===== src/rtl/core/grid_field_of_view_defines.svh =====
// assertion macros for the grid field of view block
`ifndef GRID_FIELD_OF_VIEW_DEFINES_SVH
`define GRID_FIELD_OF_VIEW_DEFINES_SVH

// same-cycle implication
`define GFOV_ASSERT_NOW(lbl, ante, cons) \
   lbl: assert property (@(posedge clock) disable iff (reset) (ante) |-> (cons)) \
      else $error("gfov check failed");

// next-cycle implication
`define GFOV_ASSERT_NEXT(lbl, ante, cons) \
   lbl: assert property (@(posedge clock) disable iff (reset) (ante) |=> (cons)) \
      else $error("gfov check failed");

`endif


===== src/rtl/core/gfov_pkg.sv =====
// types and constants shared by the grid field of view block
package gfov_pkg;

   localparam int FUNC_W   = 3;
   localparam int COORD_W  = 6;
   localparam int RADIUS_W = 6;

   typedef enum logic [FUNC_W-1:0] {
      FUNC_WRITE   = 3'd0,
      FUNC_CAST    = 3'd1,
      FUNC_READ    = 3'd2,
      FUNC_CLR_VIS = 3'd3,
      FUNC_EXPLORE = 3'd4
   } func_type;

   // octant transforms
   localparam logic signed [1:0] OCT_XX [8] =
      '{2'sd1, 2'sd0, 2'sd0, -2'sd1, -2'sd1, 2'sd0, 2'sd0, 2'sd1};
   localparam logic signed [1:0] OCT_XY [8] =
      '{2'sd0, 2'sd1, -2'sd1, 2'sd0, 2'sd0, -2'sd1, 2'sd1, 2'sd0};
   localparam logic signed [1:0] OCT_YX [8] =
      '{2'sd0, 2'sd1, 2'sd1, 2'sd0, 2'sd0, -2'sd1, -2'sd1, 2'sd0};
   localparam logic signed [1:0] OCT_YY [8] =
      '{2'sd1, 2'sd0, 2'sd0, 2'sd1, -2'sd1, 2'sd0, 2'sd0, -2'sd1};

   typedef enum logic [3:0] {
      OP_NOP,
      OP_LATCH,
      OP_CLR_ALL,
      OP_CLR_VIS,
      OP_SET_EXP,
      OP_WRITE,
      OP_OCT,
      OP_NEXT_OCT,
      OP_ROW,
      OP_POP,
      OP_LOAD,
      OP_CELL,
      OP_MUL,
      OP_DECIDE,
      OP_READ,
      OP_RESP
   } dp_op_type;

   typedef struct packed {
      dp_op_type op;
   } dp_cmd_type;

   typedef struct packed {
      logic [FUNC_W-1:0] func;
      logic              sweep_last;
      logic              top_valid;
      logic              dx_done;
      logic              pop_cond;
      logic              stack_empty;
      logic              oct_last;
      logic              off_map;
   } dp_status_type;

   typedef enum logic [3:0] {
      ST_CLEAR,
      ST_IDLE,
      ST_DISPATCH,
      ST_WRITE,
      ST_SWEEP_VIS,
      ST_SWEEP_EXP,
      ST_OCT,
      ST_ADV,
      ST_POP,
      ST_MUL,
      ST_DECIDE,
      ST_READ,
      ST_RESP
   } ctrl_state_type;

endpackage


===== src/rtl/core/gfov_ctrl.sv =====
// command sequencer of the grid field of view block
`include "grid_field_of_view_defines.svh"
module gfov_ctrl import gfov_pkg::*; (
   input  logic          clock,
   input  logic          reset,
   input  logic          req_valid,
   output logic          req_ready,
   output logic          rsp_valid,
   input  logic          rsp_ready,
   output dp_cmd_type    cmd,
   input  dp_status_type status
);

   ctrl_state_type state_ff, state_in;
   logic           rsp_valid_ff, rsp_valid_in;
   logic           out_free;

   assign out_free = !rsp_valid_ff || rsp_ready;

   always_comb begin
      state_in = state_ff;
      case (state_ff)
         ST_CLEAR: begin
            if (status.sweep_last) state_in = ST_IDLE;
         end
         ST_IDLE: begin
            if (req_valid) state_in = ST_DISPATCH;
         end
         ST_DISPATCH: begin
            case (status.func)
               FUNC_WRITE:   state_in = ST_WRITE;
               FUNC_CAST:    state_in = ST_OCT;
               FUNC_CLR_VIS: state_in = ST_SWEEP_VIS;
               FUNC_EXPLORE: state_in = ST_SWEEP_EXP;
               default:      state_in = ST_READ;
            endcase
         end
         ST_WRITE: state_in = ST_READ;
         ST_SWEEP_VIS, ST_SWEEP_EXP: begin
            if (status.sweep_last) state_in = ST_READ;
         end
         ST_OCT: state_in = ST_ADV;
         ST_ADV: begin
            if (!status.top_valid) begin
               state_in = status.oct_last ? ST_READ : ST_OCT;
            end else if (status.dx_done) begin
               if (status.pop_cond && !status.stack_empty) state_in = ST_POP;
            end else begin
               state_in = ST_MUL;
            end
         end
         ST_POP: state_in = ST_ADV;
         ST_MUL: state_in = status.off_map ? ST_ADV : ST_DECIDE;
         ST_DECIDE: state_in = ST_ADV;
         ST_READ: state_in = ST_RESP;
         ST_RESP: begin
            if (out_free) state_in = ST_IDLE;
         end
         default: state_in = ST_CLEAR;
      endcase
   end

   always_comb begin
      cmd.op    = OP_NOP;
      req_ready = 1'b0;
      case (state_ff)
         ST_CLEAR: cmd.op = OP_CLR_ALL;
         ST_IDLE: begin
            req_ready = 1'b1;
            if (req_valid) cmd.op = OP_LATCH;
         end
         ST_WRITE:     cmd.op = OP_WRITE;
         ST_SWEEP_VIS: cmd.op = OP_CLR_VIS;
         ST_SWEEP_EXP: cmd.op = OP_SET_EXP;
         ST_OCT:       cmd.op = OP_OCT;
         ST_ADV: begin
            if (!status.top_valid) begin
               cmd.op = OP_NEXT_OCT;
            end else if (status.dx_done) begin
               cmd.op = status.pop_cond ? OP_POP : OP_ROW;
            end else begin
               cmd.op = OP_CELL;
            end
         end
         ST_POP:    cmd.op = OP_LOAD;
         ST_MUL:    cmd.op = OP_MUL;
         ST_DECIDE: cmd.op = OP_DECIDE;
         ST_READ:   cmd.op = OP_READ;
         ST_RESP: begin
            if (out_free) cmd.op = OP_RESP;
         end
         default: cmd.op = OP_NOP;
      endcase
   end

   always_comb begin
      if ((state_ff == ST_RESP) && out_free) begin
         rsp_valid_in = 1'b1;
      end else begin
         rsp_valid_in = rsp_valid_ff && !rsp_ready;
      end
   end

   always_ff @(posedge clock) begin
      if (reset) begin
         state_ff     <= ST_CLEAR;
         rsp_valid_ff <= 1'b0;
      end else begin
         state_ff     <= state_in;
         rsp_valid_ff <= rsp_valid_in;
      end
   end

   assign rsp_valid = rsp_valid_ff;

   `GFOV_ASSERT_NOW(a_clear_after_reset, $past(reset), state_ff == ST_CLEAR)
   `GFOV_ASSERT_NEXT(a_accept_dispatch, req_valid && req_ready, state_ff == ST_DISPATCH)
   `GFOV_ASSERT_NEXT(a_resp_loaded, (state_ff == ST_RESP) && out_free, rsp_valid_ff)

endmodule


===== config.mk =====
export PLATFORM = sky130hd
export DESIGN_NAME = gfov_ctrl
export DESIGN_NICKNAME = d
export VERILOG_FILES = /design/src/rtl/core/gfov_pkg.sv /design/src/rtl/core/gfov_ctrl.sv
export VERILOG_INCLUDE_DIRS = /design/src /design/src/rtl/core
export SDC_FILE = /design/constraint.sdc
export NUM_CORES = 1
export LEC_CHECK = 0
export BUFFER_PORTS_ARGS = -buffer_cell sky130_fd_sc_hd__buf_2
export CAP_MARGIN = 20
export CORE_MARGIN = 8
export CORE_UTILIZATION = 45
export CTS_CLUSTER_DIAMETER = 30
export DETAILED_ROUTE_END_ITERATION = 8
export GPL_ROUTABILITY_DRIVEN = 0
export PLACE_DENSITY = 0.72
export SYNTH_ARGS = -nofsm -noshare
export SYNTH_HDL_FRONTEND = slang
export SYNTH_SLANG_ARGS = --single-unit

===== constraint.sdc =====
create_clock -name clock -period 1.7 [get_ports clock]
set_input_delay 0 -clock clock [delete_from_list [all_inputs] [get_ports clock]]
set_output_delay 0 -clock clock [all_outputs]
set_load 0.05 [all_outputs]

-- After elaboration in Yosys (flattened, before gate mapping)
Cells that the tools add are included.
- equal/unequal tests: 20
- multiplexer cells: 19
- reductions and logical operators: 12
- operators by type and width (operator ; count):
    4-bit case mux with 12 select lines ; 1
    4-bit two-way mux ; 11
    4-bit case mux with 10 select lines ; 1
    4-bit == test (second input constant) ; 5
    4-bit by 3-bit == test with 1-bit output (second input constant) ; 4
    4-bit case mux with 4 select lines ; 1
    4-bit by 2-bit == test with 1-bit output (second input constant) ; 2
    2-bit != test (second input constant) ; 4
    5-bit AND reduction ; 1
    4-bit by 1-bit == test with 1-bit output (second input constant) ; 1
    4-bit logical NOT ; 1
    1-bit two-way mux ; 4
    4-bit != test (second input constant) ; 1
    3-bit by 1-bit == test with 1-bit output (second input constant) ; 1
    3-bit by 2-bit == test with 1-bit output (second input constant) ; 1
    3-bit == test (second input constant) ; 1
    1-bit logical AND ; 3
    1-bit logical NOT ; 3
    3-bit logical NOT ; 1
    3-bit OR reduction ; 1
    2-bit two-way mux ; 1
    2-bit OR reduction ; 1
    1-bit logical OR ; 1
- output and inout port bits: 6
- input port bits: 14
- word-level logic and storage cells: 53
- bits in registers: 5

-- Depth between registers and ports, before layout
- depth after elaboration: 6
- mapped depth: 6

-- Worst setup path after synthesis
OpenSTA, ideal clock, no wires.
- path type: flip-flop to output port
- start: register state_ff[3]
- end: output cmd[2] in the netlist's numbering
- cell stages (with the launch flop): 5
- data required time: 1.700 ns
- buffers on the path: 2
- data arrival time: 2.141 ns
- path slack: -0.441 ns
- path through: dfxtp_1 -> clkbuf_1 -> clkbuf_1 -> nor2_1 -> o31ai_1
- RTL lines (item ; line ; text):
    from (decl) ; gfov_ctrl.sv:14 ; ctrl_state_type state_ff, state_in;
    from (signal assigned) ; gfov_ctrl.sv:109 ; state_ff <= state_in;
    to (decl) ; gfov_ctrl.sv:10 ; output dp_cmd_type cmd,

==> run summary <==
The path class of the tightest hold or removal check is in2reg. The XOR/XNOR share of the synthesized area is 0%. The first-pass GRT wire length is roughly 2900 um. The cell leakage power is 0.331 nW. The post-layout instance area came out at a little over 800 um2. After synthesis, the share of flip-flops with an asynchronous set or reset is 0%. The count of endpoints failing hold in the final timing report came out at 0. The share of the clock period used by the worst path after layout is between 90% and 100%. The number of antenna violations at the first check in global routing is 0. The total number of yosys warnings is 0. Yosys mapped the design onto 34 distinct sky130hd cell types. The later-pin clock latency in the skew report came out at between 0.2 and 0.25 ns. Headroom to the max-slew limit came out at between 70% and 80%.

The HPWL reported at the end of detailed placement came out at around 1400 um. The critical path endpoint category is an output port. The required time reported for the critical path endpoint came out at ~1.7 ns. The wire length per cell came out at 14.4 um. The critical path arrival came out at 1.62 ns. The number of max-slew violations in the final report is 0. CTS built an H-tree with a depth of 1. The synthesized netlist net count is 107. The routed layout has 778 vias. By area the synthesized netlist is led by dfxtp_1 16%, a21oi_1 8.0%, o21ai_0 8.0%, nand2_1 6.0%, nand2b_1 5.0%. By count the netlist is led by 10 x a21oi_1, 10 x nand2_1, 10 x o21ai_0, 7 x nor2_1. The region available for standard cell placement spans around 1300 um2.

The worst setup path is launched from a register. Summed over all instances, the cell type with the most area after synthesis is dfxtp_1. TritonCTS built the clock tree. The mapped cell area is 627 um2. The count of antenna-violating nets left after detailed routing is 0. The horizontal die dimension is 53.3 um.

The number of maximum-capacitance violations came out at 0. The total global-route track usage came out at 13.2%. The via-per-instance ratio came out at between 5 and 6. The average instance in the mapped netlist occupies ~6.7 um2. The combinational family with the most area after synthesis is compound AO/OA/AOI/OAI gates. The share of the synthesized area in the top cell type came out at ~16%. The run finished with clean final reports. The number of buffers on the longest clock path is 2. Leaving out filler cells and counting taps, the final layout contains between 100 and 150. The overall routed net length came out at approximately 1900 um. The iteration-0 DRC count of the detailed router came out at 36. The via count of the first global-routing pass came out at a little under 700. The vertical die dimension is about 53 um. The remaining global-route overflow is 0. The number of buffers inserted during clock tree synthesis came out at 3. The number of buffers added for setup after CTS is 0. The cell count after placement is between 100 and 150.

The total power of the final layout is roughly 0.001 W. Of the synthesized area, sequential elements account for 16.0%. The tree built by TritonCTS fans out to 5 sinks. For this run, the leading register cell type out of synthesis is dfxtp_1. The number of port buffers came out at 19. Clock tree synthesis selected as its root buffer the cell clkbuf_4.

For this configuration, the core starts out at a cell density of between 40% and 50%. The top achievable clock speed came out at a little over 600 MHz. The flip-flop and latch count after synthesis is 5. The path type of the worst setup path is reg2out. The placed standard-cell area came out at 763 um2. The final-layout worst hold slack is 0.0869 ns. Compared with the post-synthesis result, the final layout area differs by 29.3%. The number of core rows is 13.

The fraction of the mapped netlist area in adder cells is 0%. The power density over the cells is 1240 nW/um2. Across the VDD grid, the largest voltage drop is just under 600 uV. The count of final setup violators came out at 0. The fraction of final layout cells with drive strength greater than 1 is 33.0%.

Setup total negative slack on the finished layout was measured at 0 ns. The transition at the pin with the smallest max-transition slack came out at 0.344 ns. The share of cell area taken by muxes after synthesis is under 10%.

The simple logic cell fraction of the synthesized area came out at 33.3%. The worst-path maximum fanout is 13. The number of antenna diodes came out at 0.

The net count of the finished layout is 130. After clock tree synthesis, the clock-pin slew on the worst setup and hold paths is around 0.040 ns. The iteration count of the initial detailed-routing pass came out at 4. The post-synthesis instance total is 93. The die covers between 2000 and 3000 um2.

The I/O pin count is 20. The count of flip-flops with a built-in enable after synthesis is 0. The clock arrives with 0.00350 ns of skew. Subtracting the final worst setup slack from the clock period gives 1.62 ns. The number of design rule violations left after detail routing came out at 0. The maximum number of pins on one net before global-route repair came out at 23.

The synthesized-area fraction occupied by ao, oa, aoi and oai cells is between 30% and 40%.
[final timing paths]
kind / start / end / slack [ns] / cells after the start
setup / recovery: state_ff[1] / cmd[2] / 0.08 / 6
hold / removal: rsp_ready / state_ff[3] / 0.09 / 4
hold reg to reg: rsp_valid / rsp_valid / 0.55 / 2
setup reg to reg: state_ff[2] / state_ff[2] / 0.14 / 5
[critical path, cell delays in order, from the launching register on]
cell      delay, ns
dfxtp_2        0.43
nor2b_2        0.28
a21oi_1        0.07
o21ai_0        0.19
nand2_1        0.09
o31ai_2        0.06
clkbuf_4       0.26
[kinds of logic (layout without fill, tap and decap cells)]
| kind of cell | count (synthesis) | count (layout) |
|---|---|---|
| buffers and inverters | 11 | 33 |
| AND/OR/NAND/NOR | 40 | 40 |
| multiplexers | 2 | 2 |
| AO/OA/AOI/OAI | 35 | 35 |
| flip-flops | 5 | 5 |
[routing by layer]
layer,global-route usage (%),share of wire [%],vias up
li1,-,-,386
met1,15.5,41,351
met2,20.7,48,39
met3,4.48,10,2
met4,6.30,0.80,0
met5,0,0,-
[cell usage in the layout, fill, tap and decap left out, drive strengths merged]
| cell type | instances |
|---|---|
| a211oi | 1 |
| dlygate4sd3 | 1 |
| nor3b | 1 |
| o21ai | 10 |
| o211ai | 1 |
| nor2 | 7 |
| and2 | 1 |
| or3 | 1 |
| and4 | 1 |
| inv | 4 |
| a21o | 1 |
| buf | 22 |
| o221ai | 1 |
| o31ai | 2 |
| a41oi | 1 |
| nand3 | 3 |
| nor2b | 3 |
| clkbuf | 6 |
| a221o | 1 |
| and3 | 1 |
| dfxtp | 5 |
| nor3 | 3 |
| nand4 | 1 |
| nand3b | 2 |
| a221oi | 1 |
| nand2 | 10 |
| a21boi | 1 |
| a2111oi | 1 |
| a31oi | 3 |
| mux2i | 2 |
| nand2b | 5 |
| or3b | 1 |
| a21oi | 10 |
| o211a | 1 |
[power breakdown]
group / switching (W) / total, W / internal (W)
registers: 0.0000531 / 0.000198 / 0.000145
logic: 0.000427 / 0.000671 / 0.000244
clock network: 0.0000456 / 0.000134 / 0.0000885
[per-stage QoR]
stage          utilization (%)  setup WS (ns)
2_1_floorplan                -        -0.0380
3_3_place_gp              58.7          0.163
3_5_place_dp              58.7          0.139
4_1_cts                   61.8         0.0441
5_1_grt                   62.3        -0.0387
6_report                  62.3         0.0804
[timing repair]
item                                   4_1_cts  5_1_grt
endpoints found under the hold margin        4        0
hold buffers                                 1        0
cloned                                       0        0
setup endpoints to repair                    2        2
gates resized for setup                      3        3
[registers in the layout, indices dropped and copies added, names as in the netlist]
| signal | cells |
|---|---|
| state_ff | 4 |
| rsp_valid | 1 |
[final cells by class]
class                   instances  area (um2)
multi-input cells              77         500
repair buffers                 25         148
inverters                       4        15.0
well taps                      15        18.8
flip-flops and latches          5         103
clock buffers                   4        26.3
fillers                       131         490
(Power assumes the default switching activity.)
